### config.mk
export PLATFORM = sky130hd
export DESIGN_NAME = vehicle_supervisor_fsm
export DESIGN_NICKNAME = d
export VERILOG_FILES = /design/src/sv/vsf_pkg.sv /design/src/sv/vsf_front.sv /design/src/sv/vsf_queue.sv /design/src/sv/vsf_back.sv /design/src/sv/vehicle_supervisor_fsm.sv
export VERILOG_INCLUDE_DIRS = /design/src /design/src/sv
export SDC_FILE = /design/constraint.sdc
export NUM_CORES = 1
export LEC_CHECK = 0
export BUFFER_PORTS_ARGS = -buffer_cell sky130_fd_sc_hd__buf_2
export CAP_MARGIN = 20
export CORE_MARGIN = 4
export CORE_UTILIZATION = 45
export CTS_BUF_LIST = sky130_fd_sc_hd__clkbuf_4
export CTS_CLUSTER_DIAMETER = 150
export CTS_CLUSTER_SIZE = 16
export DETAILED_ROUTE_END_ITERATION = 12
export SLEW_MARGIN = 20
export SYNTH_ARGS = -nofsm -noshare
export SYNTH_HDL_FRONTEND = slang
export SYNTH_SLANG_ARGS = --single-unit
### constraint.sdc
create_clock -name clk -period 4.2 [get_ports clk]
set_input_delay 0.84 -clock clk [delete_from_list [all_inputs] [get_ports clk]]
set_output_delay 0.84 -clock clk [all_outputs]
set_load 0.005 [all_outputs]
### src/sv/vehicle_supervisor_fsm_assert.svh
// ----------------------------------------------------------------------------
// vehicle_supervisor_fsm_assert.svh
// Assertion macros for the vehicle supervisor; clocked on clk, off in reset.
// ----------------------------------------------------------------------------
`ifndef VEHICLE_SUPERVISOR_FSM_ASSERT_SVH
`define VEHICLE_SUPERVISOR_FSM_ASSERT_SVH

// same-cycle implication
`define VSF_ASSERT_IMP(label, ante, cons) \
	label: assert property (@(posedge clk) disable iff (!arst_n) (ante) |-> (cons)) \
		else $error("vehicle supervisor check failed");

// next-cycle implication
`define VSF_ASSERT_NXT(label, ante, cons) \
	label: assert property (@(posedge clk) disable iff (!arst_n) (ante) |=> (cons)) \
		else $error("vehicle supervisor check failed");

`endif

### src/sv/vsf_pkg.sv
`timescale 1ns / 1ps
// ----------------------------------------------------------------------------
// vsf_pkg
// Types, codes and transition tables shared by the vehicle supervisor.
// ----------------------------------------------------------------------------
package vsf_pkg;

	localparam int NUM_BOARDS_DEF = 4;
	localparam int QUEUE_DEPTH    = 2;
	localparam int QPTR_W         = $clog2(QUEUE_DEPTH);
	localparam int QCNT_W         = $clog2(QUEUE_DEPTH + 1);

	localparam logic [15:0] CURRENT_LIMIT_RST = 16'hFFFF;
	localparam logic [7:0]  WDOG_RST          = 8'd10;

	typedef enum logic [0:0] {
		REG_CURRENT_LIMIT   = 1'b0,
		REG_WATCHDOG_RELOAD = 1'b1
	} reg_index_t;

	typedef enum logic [3:0] {
		EV_START         = 4'd0,
		EV_ACCEL         = 4'd1,
		EV_BRAKE_RELEASE = 4'd2,
		EV_BRAKE_PUSH    = 4'd3,
		EV_OVER_POWER    = 4'd4,
		EV_RST_FAULT     = 4'd5,
		EV_PLAUS_FAULT   = 4'd6,
		EV_LATCH_FAULT   = 4'd7,
		EV_IMD           = 4'd8,
		EV_BSPD          = 4'd9,
		EV_APPS          = 4'd10,
		EV_BSE           = 4'd11,
		EV_BATTERY       = 4'd12,
		EV_LIVE          = 4'd13
	} event_t;

	typedef enum logic [2:0] {
		ST_WAIT_HB     = 3'd0,
		ST_WAIT_DRIVER = 3'd1,
		ST_DRIVE       = 3'd2,
		ST_START_BRAKE = 3'd3,
		ST_RST_FAULT   = 3'd4,
		ST_LATCHED     = 3'd5
	} drive_state_t;

	typedef enum logic [2:0] {
		BRD_BMS      = 3'd0,
		BRD_SHUTDOWN = 3'd1,
		BRD_MOTOR    = 3'd2,
		BRD_IO       = 3'd3,
		BRD_OTHER    = 3'd4
	} board_t;

	typedef enum logic [2:0] {
		KIND_HEARTBEAT = 3'd0,
		KIND_FAULT     = 3'd1,
		KIND_CURRENT   = 3'd2,
		KIND_PLAUS     = 3'd3,
		KIND_THROTTLE  = 3'd4,
		KIND_BRAKE     = 3'd5,
		KIND_OTHER     = 3'd6
	} kind_t;

	typedef struct packed {
		event_t      ev;
		logic [15:0] throttle;
		logic        last;
	} qentry_t;

	typedef struct packed {
		logic full;
		logic empty;
	} q_status_t;

	localparam logic [2:0] NEXT_TAB [0:5][0:13] = '{
		'{3'd1, 3'd1, 3'd1, 3'd3, 3'd1, 3'd4, 3'd4,
		  3'd5, 3'd5, 3'd5, 3'd5, 3'd5, 3'd5, 3'd1},
		'{3'd1, 3'd1, 3'd1, 3'd3, 3'd1, 3'd4, 3'd4,
		  3'd5, 3'd5, 3'd5, 3'd5, 3'd5, 3'd5, 3'd1},
		'{3'd2, 3'd2, 3'd2, 3'd2, 3'd2, 3'd4, 3'd4,
		  3'd5, 3'd5, 3'd5, 3'd5, 3'd5, 3'd5, 3'd2},
		'{3'd2, 3'd1, 3'd1, 3'd3, 3'd3, 3'd4, 3'd4,
		  3'd5, 3'd5, 3'd5, 3'd5, 3'd5, 3'd5, 3'd3},
		'{3'd4, 3'd4, 3'd4, 3'd3, 3'd4, 3'd4, 3'd4,
		  3'd5, 3'd5, 3'd5, 3'd5, 3'd5, 3'd5, 3'd4},
		'{3'd5, 3'd5, 3'd5, 3'd5, 3'd5, 3'd5, 3'd5,
		  3'd5, 3'd5, 3'd5, 3'd5, 3'd5, 3'd5, 3'd5}
	};

	localparam logic [3:0] ACT_TAB [0:5][0:13] = '{
		'{4'd0, 4'd0, 4'd0, 4'd0, 4'd0, 4'd0, 4'd0,
		  4'd0, 4'd0, 4'd0, 4'd0, 4'd0, 4'd0, 4'd0},
		'{4'd0, 4'd0, 4'd2, 4'd3, 4'd4, 4'd5, 4'd6,
		  4'd7, 4'd8, 4'd9, 4'd10, 4'd11, 4'd12, 4'd0},
		'{4'd0, 4'd1, 4'd2, 4'd3, 4'd4, 4'd5, 4'd6,
		  4'd7, 4'd8, 4'd9, 4'd10, 4'd11, 4'd12, 4'd0},
		'{4'd13, 4'd0, 4'd0, 4'd0, 4'd4, 4'd5, 4'd6,
		  4'd7, 4'd8, 4'd9, 4'd10, 4'd11, 4'd12, 4'd0},
		'{4'd0, 4'd0, 4'd2, 4'd3, 4'd4, 4'd5, 4'd0,
		  4'd7, 4'd8, 4'd9, 4'd10, 4'd11, 4'd12, 4'd0},
		'{4'd0, 4'd0, 4'd2, 4'd3, 4'd4, 4'd5, 4'd0,
		  4'd7, 4'd8, 4'd9, 4'd10, 4'd11, 4'd12, 4'd0}
	};

	function automatic logic [2:0] clamp_state(input logic [2:0] st);
		return (st > ST_LATCHED) ? ST_LATCHED : st;
	endfunction

	function automatic logic [3:0] clamp_event(input logic [3:0] ev);
		return (ev > EV_LIVE) ? EV_START : ev;
	endfunction

	function automatic logic [2:0] next_state_f(input logic [2:0] st, input logic [3:0] ev);
		return NEXT_TAB[clamp_state(st)][clamp_event(ev)];
	endfunction

	function automatic logic [3:0] action_f(input logic [2:0] st, input logic [3:0] ev);
		return ACT_TAB[clamp_state(st)][clamp_event(ev)];
	endfunction

endpackage

### src/sv/vsf_front.sv
`timescale 1ns / 1ps
// ----------------------------------------------------------------------------
// vsf_front
// Accepts items, keeps board flags, watchdogs and throttle, and turns each
// item into up to two events, pushed one per cycle while the queue has room.
// ----------------------------------------------------------------------------
module vsf_front #(
	parameter int NUM_BOARDS = vsf_pkg::NUM_BOARDS_DEF
) (
	input  logic               clk,
	input  logic               arst_n,
	input  logic               s_tvalid,
	output logic               s_tready,
	input  logic [31:0]        s_tdata,   // board_class, message_kind, payload,
	                                      // fault_nonreset_pin, fault_reset_pin, start_button
	input  logic               s_tuser,   // mode
	input  logic [15:0]        current_limit,
	input  logic [7:0]         watchdog_reload,
	input  vsf_pkg::q_status_t q_status,
	output logic               push,
	output vsf_pkg::qentry_t   push_entry,
	output logic               fired
);

	localparam logic [15:0] FAULT_LATCH_MASK = 16'h0068;
	localparam logic [15:0] FAULT_BATTERY    = 16'h0002;
	localparam logic [15:0] FAULT_IMD        = 16'h0004;
	localparam logic [15:0] FAULT_BSPD       = 16'h0001;
	localparam logic [15:0] FAULT_RESETTABLE = 16'h0010;

	logic [2:0]  board_class;
	logic [2:0]  message_kind;
	logic [15:0] payload;
	logic        pin_nonreset;
	logic        pin_reset;
	logic        pin_start;
	logic        accept;

	logic [NUM_BOARDS-1:0] seen_q;
	logic [7:0]            wdog_q [NUM_BOARDS];
	logic [7:0]            wd_dec [NUM_BOARDS];
	logic [15:0]           throttle_q;
	logic                  fired_q;

	logic [1:0]       cnt_s1;
	vsf_pkg::event_t  ev0_s1;
	vsf_pkg::event_t  ev1_s1;
	logic [15:0]      thr_s1;

	logic             all_seen;
	logic             expired;
	logic [1:0]       n_ev;
	vsf_pkg::event_t  ev_a;
	vsf_pkg::event_t  ev_b;
	logic             thr_load;
	logic             is_hb;

	assign board_class  = s_tdata[2:0];
	assign message_kind = s_tdata[5:3];
	assign payload      = s_tdata[21:6];
	assign pin_nonreset = s_tdata[22];
	assign pin_reset    = s_tdata[23];
	assign pin_start    = s_tdata[24];

	assign push     = (cnt_s1 != 2'd0) && !q_status.full;
	assign s_tready = (cnt_s1 == 2'd0) || ((cnt_s1 == 2'd1) && push);
	assign accept   = s_tvalid && s_tready;
	assign fired    = fired_q;
	assign is_hb    = !s_tuser && (message_kind == vsf_pkg::KIND_HEARTBEAT);

	assign push_entry.ev       = ev0_s1;
	assign push_entry.throttle = thr_s1;
	assign push_entry.last     = (cnt_s1 == 2'd1);

	always_comb begin
		expired  = 1'b0;
		all_seen = &seen_q;
		n_ev     = 2'd0;
		ev_a     = vsf_pkg::EV_START;
		ev_b     = vsf_pkg::EV_START;
		thr_load = 1'b0;
		for (int b = 0; b < NUM_BOARDS; b++) begin
			wd_dec[b] = (wdog_q[b] == 8'd0) ? 8'd0 : wdog_q[b] - 8'd1;
			if (wd_dec[b] == 8'd0) begin
				expired = 1'b1;
			end
		end
		if (s_tuser) begin
			if (all_seen) begin
				ev_a = vsf_pkg::EV_LIVE;
				n_ev = 2'd1;
				if (expired || pin_nonreset) begin
					ev_b = vsf_pkg::EV_LATCH_FAULT;
					n_ev = 2'd2;
				end else if (pin_reset) begin
					ev_b = vsf_pkg::EV_RST_FAULT;
					n_ev = 2'd2;
				end else if (pin_start) begin
					ev_b = vsf_pkg::EV_START;
					n_ev = 2'd2;
				end
			end
		end else begin
			case (message_kind)
				vsf_pkg::KIND_FAULT: begin
					if (board_class == vsf_pkg::BRD_SHUTDOWN) begin
						n_ev = 2'd1;
						if ((payload & FAULT_LATCH_MASK) != 16'd0) begin
							ev_a = vsf_pkg::EV_LATCH_FAULT;
						end else if ((payload & FAULT_BATTERY) != 16'd0) begin
							ev_a = vsf_pkg::EV_BATTERY;
						end else if ((payload & FAULT_IMD) != 16'd0) begin
							ev_a = vsf_pkg::EV_IMD;
						end else if ((payload & FAULT_BSPD) != 16'd0) begin
							ev_a = vsf_pkg::EV_BSPD;
						end else if ((payload & FAULT_RESETTABLE) != 16'd0) begin
							ev_a = vsf_pkg::EV_RST_FAULT;
						end else begin
							n_ev = 2'd0;
						end
					end
				end
				vsf_pkg::KIND_CURRENT: begin
					if ((board_class == vsf_pkg::BRD_MOTOR) && (payload >= current_limit)) begin
						ev_a = vsf_pkg::EV_OVER_POWER;
						n_ev = 2'd1;
					end
				end
				vsf_pkg::KIND_PLAUS: begin
					if (board_class == vsf_pkg::BRD_IO) begin
						ev_a = vsf_pkg::EV_PLAUS_FAULT;
						n_ev = 2'd1;
					end
				end
				vsf_pkg::KIND_THROTTLE: begin
					if (board_class == vsf_pkg::BRD_IO) begin
						ev_a     = vsf_pkg::EV_ACCEL;
						n_ev     = 2'd1;
						thr_load = 1'b1;
					end
				end
				vsf_pkg::KIND_BRAKE: begin
					if (board_class == vsf_pkg::BRD_IO) begin
						ev_a = vsf_pkg::EV_BRAKE_PUSH;
						n_ev = 2'd1;
					end
				end
				default: begin
				end
			endcase
		end
	end

	always_ff @(posedge clk or negedge arst_n) begin
		if (!arst_n) begin
			seen_q     <= '0;
			throttle_q <= 16'd0;
			fired_q    <= 1'b0;
			cnt_s1     <= 2'd0;
			ev0_s1     <= vsf_pkg::EV_START;
			ev1_s1     <= vsf_pkg::EV_START;
			thr_s1     <= 16'd0;
			for (int b = 0; b < NUM_BOARDS; b++) begin
				wdog_q[b] <= vsf_pkg::WDOG_RST;
			end
		end else begin
			if (accept) begin
				if (n_ev != 2'd0) begin
					fired_q <= 1'b1;
				end
				if (thr_load) begin
					throttle_q <= payload;
				end
				for (int b = 0; b < NUM_BOARDS; b++) begin
					if (s_tuser && all_seen) begin
						wdog_q[b] <= wd_dec[b];
					end else if (is_hb && (board_class == 3'(b))) begin
						if (fired_q) begin
							wdog_q[b] <= watchdog_reload;
						end else begin
							seen_q[b] <= 1'b1;
						end
					end
				end
				cnt_s1 <= n_ev;
				ev0_s1 <= ev_a;
				ev1_s1 <= ev_b;
				thr_s1 <= thr_load ? payload : throttle_q;
			end else if (push) begin
				cnt_s1 <= cnt_s1 - 2'd1;
				ev0_s1 <= ev1_s1;
			end
		end
	end

endmodule

### src/sv/vsf_queue.sv
`timescale 1ns / 1ps
// ----------------------------------------------------------------------------
// vsf_queue
// Short event queue between the front and the back.
// ----------------------------------------------------------------------------
module vsf_queue (
	input  logic               clk,
	input  logic               arst_n,
	input  logic               push,
	input  vsf_pkg::qentry_t   push_entry,
	input  logic               pop,
	output vsf_pkg::qentry_t   head,
	output vsf_pkg::q_status_t status
);

	vsf_pkg::qentry_t            mem_q [vsf_pkg::QUEUE_DEPTH];
	logic [vsf_pkg::QPTR_W-1:0]  wr_ptr_q;
	logic [vsf_pkg::QPTR_W-1:0]  rd_ptr_q;
	logic [vsf_pkg::QCNT_W-1:0]  count_q;

	function automatic logic [vsf_pkg::QPTR_W-1:0] advance(
		input logic [vsf_pkg::QPTR_W-1:0] ptr
	);
		return (ptr == vsf_pkg::QPTR_W'(vsf_pkg::QUEUE_DEPTH - 1)) ? '0 : ptr + 1'b1;
	endfunction

	assign head         = mem_q[rd_ptr_q];
	assign status.full  = (count_q == vsf_pkg::QCNT_W'(vsf_pkg::QUEUE_DEPTH));
	assign status.empty = (count_q == '0);

	always_ff @(posedge clk) begin
		if (push) begin
			mem_q[wr_ptr_q] <= push_entry;
		end
	end

	always_ff @(posedge clk or negedge arst_n) begin
		if (!arst_n) begin
			wr_ptr_q <= '0;
			rd_ptr_q <= '0;
			count_q  <= '0;
		end else begin
			if (push) begin
				wr_ptr_q <= advance(wr_ptr_q);
			end
			if (pop) begin
				rd_ptr_q <= advance(rd_ptr_q);
			end
			case ({push, pop})
				2'b10:   count_q <= count_q + 1'b1;
				2'b01:   count_q <= count_q - 1'b1;
				default: count_q <= count_q;
			endcase
		end
	end

endmodule

### src/sv/vsf_back.sv
`timescale 1ns / 1ps
// ----------------------------------------------------------------------------
// vsf_back
// Drive state machine: takes events from the queue, looks up next state and
// action, and holds each result in the output register.
// ----------------------------------------------------------------------------
module vsf_back (
	input  logic                  clk,
	input  logic                  arst_n,
	input  vsf_pkg::q_status_t    q_status,
	input  vsf_pkg::qentry_t      head,
	output logic                  pop,
	output logic                  m_tvalid,
	input  logic                  m_tready,
	output logic [31:0]           m_tdata,  // event_code, new_state, action_code,
	                                        // throttle_value
	output logic                  m_tlast,
	output vsf_pkg::drive_state_t drive_state
);

	vsf_pkg::drive_state_t state_q;
	vsf_pkg::drive_state_t state_d;
	logic [3:0]            act_d;

	logic        valid_q;
	logic [3:0]  ev_q;
	logic [2:0]  st_q;
	logic [3:0]  act_q;
	logic [15:0] thr_q;
	logic        last_q;

	assign m_tvalid    = valid_q;
	assign m_tdata     = {5'd0, thr_q, act_q, st_q, ev_q};
	assign m_tlast     = last_q;
	assign drive_state = state_q;

	always_comb begin
		pop     = !q_status.empty && (!valid_q || m_tready);
		state_d = state_q;
		act_d   = 4'd0;
		if (pop) begin
			state_d = vsf_pkg::drive_state_t'(vsf_pkg::next_state_f(state_q, head.ev));
			act_d   = vsf_pkg::action_f(state_q, head.ev);
		end
	end

	always_ff @(posedge clk or negedge arst_n) begin
		if (!arst_n) begin
			state_q <= vsf_pkg::ST_WAIT_HB;
			valid_q <= 1'b0;
		end else begin
			state_q <= state_d;
			if (pop) begin
				valid_q <= 1'b1;
			end else if (m_tready) begin
				valid_q <= 1'b0;
			end
		end
	end

	always_ff @(posedge clk) begin
		if (pop) begin
			ev_q   <= head.ev;
			st_q   <= state_d;
			act_q  <= act_d;
			thr_q  <= head.throttle;
			last_q <= head.last;
		end
	end

endmodule

### src/sv/vehicle_supervisor_fsm.sv
`timescale 1ns / 1ps
// ----------------------------------------------------------------------------
// vehicle_supervisor_fsm
// Supervisor for a six-state vehicle drive: bus messages and ticks in,
// event, next state and action out.
// ----------------------------------------------------------------------------
// An item is taken every cycle when it gives at most one result and results
// are collected; a tick that gives two results holds the input until both
// events are pushed, as the front writes one event per cycle into the
// two-entry event queue while it has room. A result passes the front
// register, the queue and the output register in that order after the edge
// that takes its item. The output register lets the block take new items
// while a result waits to be collected.
module vehicle_supervisor_fsm #(
	parameter int NUM_BOARDS = vsf_pkg::NUM_BOARDS_DEF
) (
	input  logic        clk,
	input  logic        arst_n,
	input  logic        s_tvalid,
	output logic        s_tready,
	input  logic [31:0] s_tdata,   // board_class, message_kind, payload,
	                               // fault_nonreset_pin, fault_reset_pin, start_button
	input  logic        s_tuser,   // mode
	output logic        m_tvalid,
	input  logic        m_tready,
	output logic [31:0] m_tdata,   // event_code, new_state, action_code, throttle_value
	output logic        m_tlast,   // last
	input  logic        cfg_we,
	input  logic [0:0]  cfg_index,
	input  logic [15:0] cfg_data
);

	`include "vehicle_supervisor_fsm_assert.svh"

	logic [15:0] current_limit_q;
	logic [7:0]  watchdog_reload_q;

	logic                  q_push;
	logic                  q_pop;
	vsf_pkg::qentry_t      q_in;
	vsf_pkg::qentry_t      q_head;
	vsf_pkg::q_status_t    q_status;
	logic                  ev_fired;
	vsf_pkg::drive_state_t drive_state;

	always_ff @(posedge clk or negedge arst_n) begin
		if (!arst_n) begin
			current_limit_q   <= vsf_pkg::CURRENT_LIMIT_RST;
			watchdog_reload_q <= vsf_pkg::WDOG_RST;
		end else if (cfg_we) begin
			case (cfg_index)
				vsf_pkg::REG_CURRENT_LIMIT:   current_limit_q   <= cfg_data;
				vsf_pkg::REG_WATCHDOG_RELOAD: watchdog_reload_q <= cfg_data[7:0];
				default: begin
				end
			endcase
		end
	end

	vsf_front #(
		.NUM_BOARDS(NUM_BOARDS)
	) u_front (
		.clk            (clk),
		.arst_n         (arst_n),
		.s_tvalid       (s_tvalid),
		.s_tready       (s_tready),
		.s_tdata        (s_tdata),
		.s_tuser        (s_tuser),
		.current_limit  (current_limit_q),
		.watchdog_reload(watchdog_reload_q),
		.q_status       (q_status),
		.push           (q_push),
		.push_entry     (q_in),
		.fired          (ev_fired)
	);

	vsf_queue u_queue (
		.clk       (clk),
		.arst_n    (arst_n),
		.push      (q_push),
		.push_entry(q_in),
		.pop       (q_pop),
		.head      (q_head),
		.status    (q_status)
	);

	vsf_back u_back (
		.clk        (clk),
		.arst_n     (arst_n),
		.q_status   (q_status),
		.head       (q_head),
		.pop        (q_pop),
		.m_tvalid   (m_tvalid),
		.m_tready   (m_tready),
		.m_tdata    (m_tdata),
		.m_tlast    (m_tlast),
		.drive_state(drive_state)
	);

	`VSF_ASSERT_IMP(a_queue_no_overflow, q_push, !q_status.full)
	`VSF_ASSERT_IMP(a_queue_no_underflow, q_pop, !q_status.empty)
	`VSF_ASSERT_IMP(a_state_after_event, drive_state != vsf_pkg::ST_WAIT_HB, ev_fired)
	`VSF_ASSERT_NXT(a_pop_fills_output, q_pop, m_tvalid)

endmodule

==> impl_metrics.tcl, run 1 <==
set metrics [dict create \
    netlist_area_mm2 0.008030 \
    die_area_mm2 0.02005 \
    viasPerCell 5.478 \
    reg2regPathDepth 6 \
    rows 48 \
    ys_warn_count 0 \
    slew_viol_final 0 \
    fin_crit_ps 2654 \
    synthCells 733 \
    hold_class "input pin to async pin" \
    clk_pin_slew_ps 150 \
    finalCritPeriodShare_pct 63.20 \
    power.leakage_nw 3.784 \
    synth_edf_count 70 \
    drtIter0Drc 396 \
    crit_end "u_back.st_q[0]$_DFFE_PP_" \
    numPlacedInstances 1019 \
    core_mm2 0.01742 \
    cts.path.max_buffers 2 \
    synth_top_family_by_area "compound AO/OA/AOI/OAI gates" \
    hold_viol_final 0 \
    cts_resized 0 \
    cp-start-kind "flip-flop" \
    crit_fanout 24 \
    stdcell_count 1052 \
    die_h_um 141.6 \
    dr.pass1.iters 6 \
    synthFlopType "edfxtp_1" \
    rsz0062_at_grt "false" \
    place_ws_ps 1189 \
    crit_required_ps 4560 \
    place.gp.congestion 0.9442 \
    multi_input_area_mm2 0.003263 \
    final_common_cell "o21ai_0" \
    fmax_mhz 376.7 \
    maxSlewHeadroom_pct 30.33 \
    clock-sinks 163 \
    synth_xor_xnor_area_share_pct 1.200 \
    path_class "flip-flop to flip-flop" \
    tightest_slew_ps 1045 \
    ys_seq_area_share_pct 55.56 \
    drc 0 \
    insertion_delay_ps 560 \
    syn_avg_cell_area_um2 10.96 \
    io_buffers 77 \
    initial_core_util_pct 46.11 \
    synth_compound_area_share_pct 15.94 \
    hold_buffers 0 \
    cts_buffers 17 \
    drive_above_1_share_pct 24.70 \
    die_w_um 141.6 \
    grt_pass1_vias 5662 \
    wirelength_um 17350 \
    drt.antenna.violating_nets 0 \
    cp_data_arrival_time_ps 3010 \
    grt_max_degree 47 \
    syn2layout_area_growth_pct 11.41 \
    end_kind "flip-flop" \
    ys_ff_latch 163 \
    status "completed" \
    overflow 0 \
    via_count 5763 \
    wl_per_cell_um 16.49 \
    irDropWorstVdd_mv 0.2738 \
    mostFrequentLayoutCells "83 x o21ai_0, 76 x buf_2, 70 x edfxtp_1" \
    fillers 1578 \
    max_cap_violations 0 \
    r2r-end "u_back.st_q[0]$_DFFE_PP_" \
    clock-root-buffer "clkbuf_4" \
    grt_use_total_pct 17.54 \
    setup_tns_ps 0 \
    postCtsSetupBuffers 0 \
    muxShareOfSynthArea_pct 6.934 \
    clock_skew_ps 19.39 \
    startpoint "u_queue.rd_ptr_q$_DFFE_PN0P_" \
    grt_pass1_wl_um 28220 \
    yosys.area_share.simple_pct 12.28 \
    power_density_mw_per_mm2 564.7 \
    ys_types 79 \
    async_flop_share_pct 57.06 \
    pin_count 90 \
    worst-r2r-setup-slack_ps 1550 \
    dpl.hpwl_um 12480 \
    final_nets 894 \
    final_util_pct 51.36 \
    regArea_mm2 0.004463 \
    h-tree-depth 4 \
    setup_viol 0 \
    antenna_found_initial 1 \
    hold_ws_ps 258.3 \
    synthAdderAreaFrac_pct 4.051 \
    r2r_start "u_queue.rd_ptr_q$_DFFE_PN0P_" \
    cts_tree "yes" \
    fin_ws_ps 1546 \
]
stage by stage:
stage | instance area, um2 | power (mW)
2_1_floorplan | 8045 | 3.607
4_1_cts | 8942 | 5.115
6_report | 8946 | 5.052
3_5_place_dp | 8631 | 4.138
5_1_grt | 8946 | 5.411
3_3_place_gp | 8631 | 4.090
layer usage:
metal	up-vias	wire length (um)	global-route usage, %
li1	2830	-	-
met1	2756	7314	21.92
met4	0	268	5.354
met2	149	8915	30.70
met5	-	0	0
met3	28	851	3.539
cells by family (layout without fill, tap and decap cells):
logic type / Yosys count / count (layout)
buffers and inverters: 75 / 164
muxes: 49 / 49
adders and majority gates: 26 / 26
and+or+nand+nor: 197 / 197
other: 1 / 6
AOI/OAI and AO/OA: 211 / 211
xor gates and xnor gates: 11 / 11
DFF: 163 / 163
cells in the mapped netlist, drive strengths merged, types with 4 or more instances:
cell | n | area [um2]
and2 | 6 | 40.04
ha | 26 | 325.3
nor4 | 9 | 77.57
xor2 | 4 | 35.03
nand2 | 51 | 196.4
buf | 16 | 97.59
nand2b | 11 | 76.32
mux2 | 43 | 484.2
dfrtp | 67 | 1677
xnor2 | 7 | 61.31
nor3 | 18 | 90.09
a22oi | 7 | 52.55
mux2i | 6 | 72.57
nand3 | 5 | 25.02
edfxtp | 70 | 2102
nor2 | 65 | 244.0
a21oi | 58 | 305.3
a21o | 6 | 45.04
o21ai | 88 | 444.2
a41oi | 5 | 43.79
nor3b | 6 | 45.04
dfstp | 26 | 683.2
clkbuf | 12 | 46.29
nor2b | 11 | 68.82
inv | 45 | 168.9
a31oi | 10 | 62.56
state kept, by name, indices dropped and copies added (netlist names):
register / flops
u_back.act_q: 4
u_back.m_tvalid: 1
watchdog_reload_q: 8
u_queue.rd_ptr_q: 1
u_front.wdog_q: 32
u_front.throttle_q: 16
u_front.fired: 1
u_back.thr_q: 16
u_back.m_tlast: 1
u_front.cnt_s1: 2
u_queue.mem_q: 42
u_front.ev1_s1: 2
current_limit_q: 16
u_queue.count_q: 2
u_queue.wr_ptr_q: 1
u_front.ev0_s1: 4
u_back.st_q: 3
u_front.seen_q: 4
u_back.ev_q: 4
u_back.drive_state: 3
critical path, cell delays in order (launching register included):
cell	delay, ps
dfrtp_2	780
mux2i_1	710
inv_2	240
o21ai_0	150
a22o_1	150
a221oi_1	90
o31ai_1	330
where the power goes:
part | internal (mW) | total [mW] | switching (mW)
registers | 2.30 | 2.53 | 0.230
clock network | 0.333 | 0.969 | 0.637
logic | 0.658 | 1.55 | 0.896
how the worst min path moves through the flow:
stage                                  start                             end  slack (ps)  cells past startpoint
2_1_floorplan  u_front.seen_q[1]$_DFFE_PN0P_   u_front.seen_q[1]$_DFFE_PN0P_         420                      1
3_3_place_gp   u_front.seen_q[1]$_DFFE_PN0P_   u_front.seen_q[1]$_DFFE_PN0P_         430                      1
3_5_place_dp   u_front.seen_q[0]$_DFFE_PN0P_   u_front.seen_q[0]$_DFFE_PN0P_         440                      1
4_1_cts                               arst_n  u_front.wdog_q[29]$_DFFE_PN0P_         250                      1
5_1_grt                               arst_n  u_front.wdog_q[24]$_DFFE_PN0P_         240                      1
6_report                              arst_n  u_front.wdog_q[24]$_DFFE_PN0P_         260                      1
cell type report:
class	instances	area share, %
clock buffers	17	1.427
flip-flops and latches	163	49.89
repair buffers	85	5.007
multi-input cells	499	36.48
diodes	1	0.02797
clock inverters	15	2.056
inverters	47	1.972
well taps	225	3.147
Power figures use the tool's default switching activity.
==> run 2: changes to the inputs <==
==> constraint.sdc (replaced) <==
create_clock -name clk -period 2.7 [get_ports clk]
set_input_delay 0.54 -clock clk [delete_from_list [all_inputs] [get_ports clk]]
set_output_delay 0.54 -clock clk [all_outputs]
set_load 0.005 [all_outputs]
==> impl_metrics.tcl, run 2 (synthesis gave the netlist of run 1 again) <==
set metrics [dict create \
    status "completed" \
    largest_register_ffs 42 \
    clock-root-buffer "clkbuf_4" \
    rsz0062_at_grt "false" \
    top_usage_layer "met2" \
    worstHoldStart "cfg_data[14]" \
    place_area_mm2 0.008711 \
    slew_viol_final 0 \
    grt_pass1_wl_um 29110 \
    met2_usage_pct 31.25 \
    worst-r2r-setup-slack_ps 260 \
    reg_top3 "u_queue.mem_q x42, u_front.wdog_q x32" \
    grt_max_degree 76 \
    syn2layout_area_growth_pct 12.81 \
    overflow 0 \
    final_nets 904 \
    cts_buffers 17 \
    via_count 5842 \
    maxSlewHeadroom_pct 26.10 \
    hold_viol_final 0 \
    insertion_delay_ps 560 \
    drc 0 \
    dpl.hpwl_um 12660 \
    pin_count 90 \
    h-tree-depth 4 \
    initial_core_util_pct 46.11 \
    grt_util_met3_pct 3.977 \
    grt_pass1_vias 5968 \
    setup_viol 0 \
    end_kind "flip-flop" \
    mostFrequentLayoutCells "83 x o21ai_0, 76 x buf_2, 70 x edfxtp_1" \
    cp-start-kind "flip-flop" \
    drtIter0Drc 261 \
    clk_pin_slew_ps 150 \
    regMostFlops "u_queue.mem_q" \
    core_mm2 0.01742 \
    cts_resized 0 \
    hold_buffers 1 \
    drive_above_1_share_pct 25.36 \
    max_cap_violations 0 \
    r2r_start "u_front.cnt_s1[0]$_DFFE_PN0P_" \
    die_w_um 141.6 \
    drt.antenna.violating_nets 0 \
    rows 48 \
    crit_required_ps 3160 \
    grt_use_total_pct 17.99 \
    path_class "flip-flop to flip-flop" \
    startpoint "u_front.cnt_s1[0]$_DFFE_PN0P_" \
    irDropWorstVdd_mv 0.4681 \
    antenna_found_initial 1 \
    cts_tree "yes" \
    die_area_mm2 0.02005 \
    place.gp.congestion 0.9087 \
    hold_class "input pin to flip-flop" \
    fin_crit_ps 2439 \
    setup_tns_ps 0 \
    crit_fanout 16 \
    stdcell_area_mm2 0.009059 \
    viasPerCell 5.496 \
    tightest_slew_ps 1108 \
    final_common_cell "o21ai_0" \
    die_h_um 141.6 \
    dr.pass1.iters 4 \
    power.leakage_nw 3.854 \
    clock-sinks 163 \
    fillers 1604 \
    globalRouteMet1Util_pct 22.37 \
    clock_skew_ps 28.27 \
    fmax_mhz 410.0 \
    cts.path.max_buffers 2 \
    wl_per_cell_um 16.33 \
    wirelength_um 17360 \
    postCtsSetupBuffers 0 \
    final_util_pct 52.01 \
    power_density_mw_per_mm2 887.4 \
    cp_data_arrival_time_ps 2900 \
    io_buffers 77 \
    finalCritPeriodShare_pct 90.33 \
]
## run 2: routing by layer
metal	share of wire (%)	vias to the layer above	wire length [um]
met4	1.6	0	281
met1	43	2845	7549
met2	52	121	8957
met3	3.3	22	575
met5	0	-	0
li1	-	2854	-
## run 2: per-stage QoR
step / hold WS (ps) / power [mW] / worst slack (ps) / std cells
3_5_place_dp: 437.6 / 6.528 / 258.7 / 1028
5_1_grt: 123.7 / 8.591 / 130.8 / 1063
4_1_cts: 122.4 / 8.140 / 288.6 / 1061
3_3_place_gp: 430.0 / 6.436 / 266.1 / 1027
6_report: 183.1 / 8.039 / 261.2 / 1063
2_1_floorplan: 244.4 / 5.611 / 182.9 / 737
## run 2: cell type report
cell class	instances	area [um2]	area share (%)
timing repair buffer	95	538.0	5.939
antenna	2	5.005	0.05525
tap	225	281.5	3.108
sequential	163	4462	49.25
clock inverter	15	205.2	2.265
clock buffer	17	127.6	1.409
multi-input combinational	499	3263	36.02
inverter	47	176.4	1.948
## run 2: final timing paths
check                      depth (start not counted)                              end
max                                                6   u_front.wdog_q[13]$_DFFE_PN0P_
min in group asynchronous                          2   u_front.wdog_q[24]$_DFFE_PN0P_
min                                                3  current_limit_q[14]$_DFFE_PN1P_
max reg2reg                                        6   u_front.wdog_q[13]$_DFFE_PN0P_
min reg2reg                                        1    u_front.seen_q[3]$_DFFE_PN0P_
max in group asynchronous                          3   current_limit_q[0]$_DFFE_PN1P_
## run 2: worst max-delay path: stages, from the launching register on
cell and delay (ps):
dfrtp_1 420, ha_1 270, a21oi_4 260, nor3_1 160, a21oi_1 870, o21ai_0 230
o21ai_0 140
## run 2: power by group
group / total, mW / switching [mW] / internal (mW) / leakage, nW
sequential: 3.87 / 0.299 / 3.57 / 1.82
clock: 1.60 / 0.987 / 0.610 / 0.174
combinational: 2.57 / 1.47 / 1.10 / 1.86
==> run 3: changes to the inputs <==
--- a/config.mk
+++ b/config.mk
@@ -14,6 +14,7 @@
 export CTS_CLUSTER_DIAMETER = 150
 export CTS_CLUSTER_SIZE = 16
 export DETAILED_ROUTE_END_ITERATION = 12
+export PLACE_DENSITY = 0.65
 export SLEW_MARGIN = 20
 export SYNTH_ARGS = -nofsm -noshare
 export SYNTH_HDL_FRONTEND = slang
==> impl_metrics.tcl, run 3 (synthesis gave the netlist of run 1 again) <==
set metrics [dict create \
    finalCritPeriodShare_pct 89.11 \
    drtIter0Drc 378 \
    clock-root-buffer "clkbuf_4" \
    drt.antenna.violating_nets 0 \
    slowest_delay_ps 460 \
    insertion_delay_ps 570 \
    grt_util_met3_pct 4.179 \
    pin_count 90 \
    fin_crit_ps 2406 \
    setup_viol 0 \
    mostFrequentLayoutCells "83 x o21ai_0, 76 x buf_2, 70 x edfxtp_1" \
    setup_tns_ps 0 \
    r2r_start "u_front.wdog_q[0]$_DFFE_PN0P_" \
    tightest_slew_ps 1036 \
    drc 0 \
    via_count 5880 \
    overflow 0 \
    intPower_mw 5.122 \
    globalRouteMet1Util_pct 22.12 \
    antenna_cells 0 \
    dr.pass1.iters 5 \
    power_density_mw_per_mm2 879.0 \
    h-tree-depth 4 \
    met2_usage_pct 31.08 \
    maxSlewHeadroom_pct 30.91 \
    fillers 1546 \
    viasPerCell 5.542 \
    hold_class "input pin to flip-flop" \
    die_h_um 141.6 \
    crit_fanout 7 \
    status "completed" \
    grt_use_total_pct 17.97 \
    clock_skew_ps 20.74 \
    sw_frac_of_total_pct 35.43 \
    core_mm2 0.01742 \
    die_area_mm2 0.02005 \
    wirelength_um 17650 \
    irDropWorstVdd_mv 0.4203 \
    grt_pass1_wl_um 28920 \
    reg_top3 "u_queue.mem_q x42, u_front.wdog_q x32" \
    multi_input_area_mm2 0.003267 \
    cp-start-kind "flip-flop" \
    seq_power_share_pct 49.0 \
    final_common_cell "o21ai_0" \
    regArea_mm2 0.004462 \
    rows 48 \
    hold_ws_ps 178.7 \
    die_w_um 141.6 \
    cts_resized 0 \
    critPathBufInv 1 \
    cts_buffers 17 \
    io_buffers 77 \
    crit_path_cell_trace "inv_1 > ha_1 > nor4b_2 > xnor2_1 > a22oi_1 > o41a_1 > and2_4 > a311oi_2" \
    dpl.hpwl_um 12890 \
    path_class "flip-flop to flip-flop" \
    antenna_found_initial 1 \
    slew_viol_final 0 \
    syn2layout_area_growth_pct 12.39 \
    cp_data_arrival_time_ps 2880 \
    fmax_mhz 415.6 \
    worstHoldStart "cfg_data[15]" \
    cp_top_family "compound AO/OA/AOI/OAI gates" \
    grt_max_degree 42 \
    power.leakage_nw 3.840 \
    hold_viol_final 0 \
    clkPwrFrac_pct 18.6 \
    wl_per_cell_um 16.64 \
    max_cap_violations 0 \
    drive_above_1_share_pct 25.48 \
    place.gp.congestion 0.8564 \
    largest_register_ffs 42 \
    startpoint "u_front.wdog_q[0]$_DFFE_PN0P_" \
    end_kind "flip-flop" \
    rsz0062_at_grt "false" \
    clk_pin_slew_ps 160 \
    regMostFlops "u_queue.mem_q" \
    slowest_stage "dfrtp_1" \
    combinationalPowerShare_pct 32.4 \
    clock-sinks 163 \
    grt_pass1_vias 5902 \
    cts_tree "yes" \
    switchingPower_mw 2.810 \
    top_usage_layer "met2" \
    final_nets 904 \
    cts.path.max_buffers 2 \
    initial_core_util_pct 46.11 \
    crit_required_ps 3170 \
]
## run 3: cell type report
type / instances / share of cell area, %
sequential: 163 / 49.44
multi-input combinational: 499 / 36.20
timing repair buffer: 95 / 5.961
tap: 225 / 3.119
inverter: 47 / 1.955
clock inverter: 15 / 1.913
clock buffer: 17 / 1.414
## run 3: final timing paths
path	endpoint	slack, ps	cells past startpoint
max in group asynchronous	current_limit_q[12]$_DFFE_PN1P_	1550	3
min in group asynchronous	u_front.wdog_q[24]$_DFFE_PN0P_	430	2
worst min-delay path	current_limit_q[15]$_DFFE_PN1P_	180	3
worst min register to register	u_front.seen_q[3]$_DFFE_PN0P_	480	1
worst max register to register	u_front.cnt_s1[1]$_DFFE_PN0P_	290	8
worst max-delay path	u_front.cnt_s1[1]$_DFFE_PN0P_	290	8
## run 3: worst min-delay path: stages
cell and delay, ps:
buf_2 90, nand2_1 40, o21ai_0 70
## run 3: layer usage
metal	up-vias	wire, um
met4	2	361
met3	34	872
met5	-	13
li1	2841	-
met1	2832	7513
met2	171	8890
## run 3: power by group through the flow
| stage | logic, mW | registers (mW) | clock network [mW] |
|---|---|---|---|
| floorplan | 1.73 | 3.88 | 0 |
| global placement | 2.52 | 3.91 | 0 |
| detailed placement | 2.58 | 3.95 | 0 |
| CTS | 2.60 | 3.90 | 1.51 |
| global route | 2.88 | 3.97 | 1.63 |
| finish | 2.57 | 3.89 | 1.47 |
## run 3: what timing repair did
| item | CTS | global route |
|---|---|---|
| hold buffers | 1 | 0 |
| hold endpoints to repair | 23 | 0 |
| setup buffers | 0 | 0 |
## run 3: through the flow
stage	util [%]	cells	total power [mW]	area, um2	setup WS (ps)
2_1_floorplan	-	737	5.611	8045	182.9
3_3_place_gp	50.01	1028	6.428	8711	279.5
3_5_place_dp	50.01	1028	6.539	8711	219.4
4_1_cts	51.80	1061	8.013	9021	238.8
5_1_grt	51.82	1061	8.481	9025	60.26
6_report	51.82	1061	7.932	9025	293.9
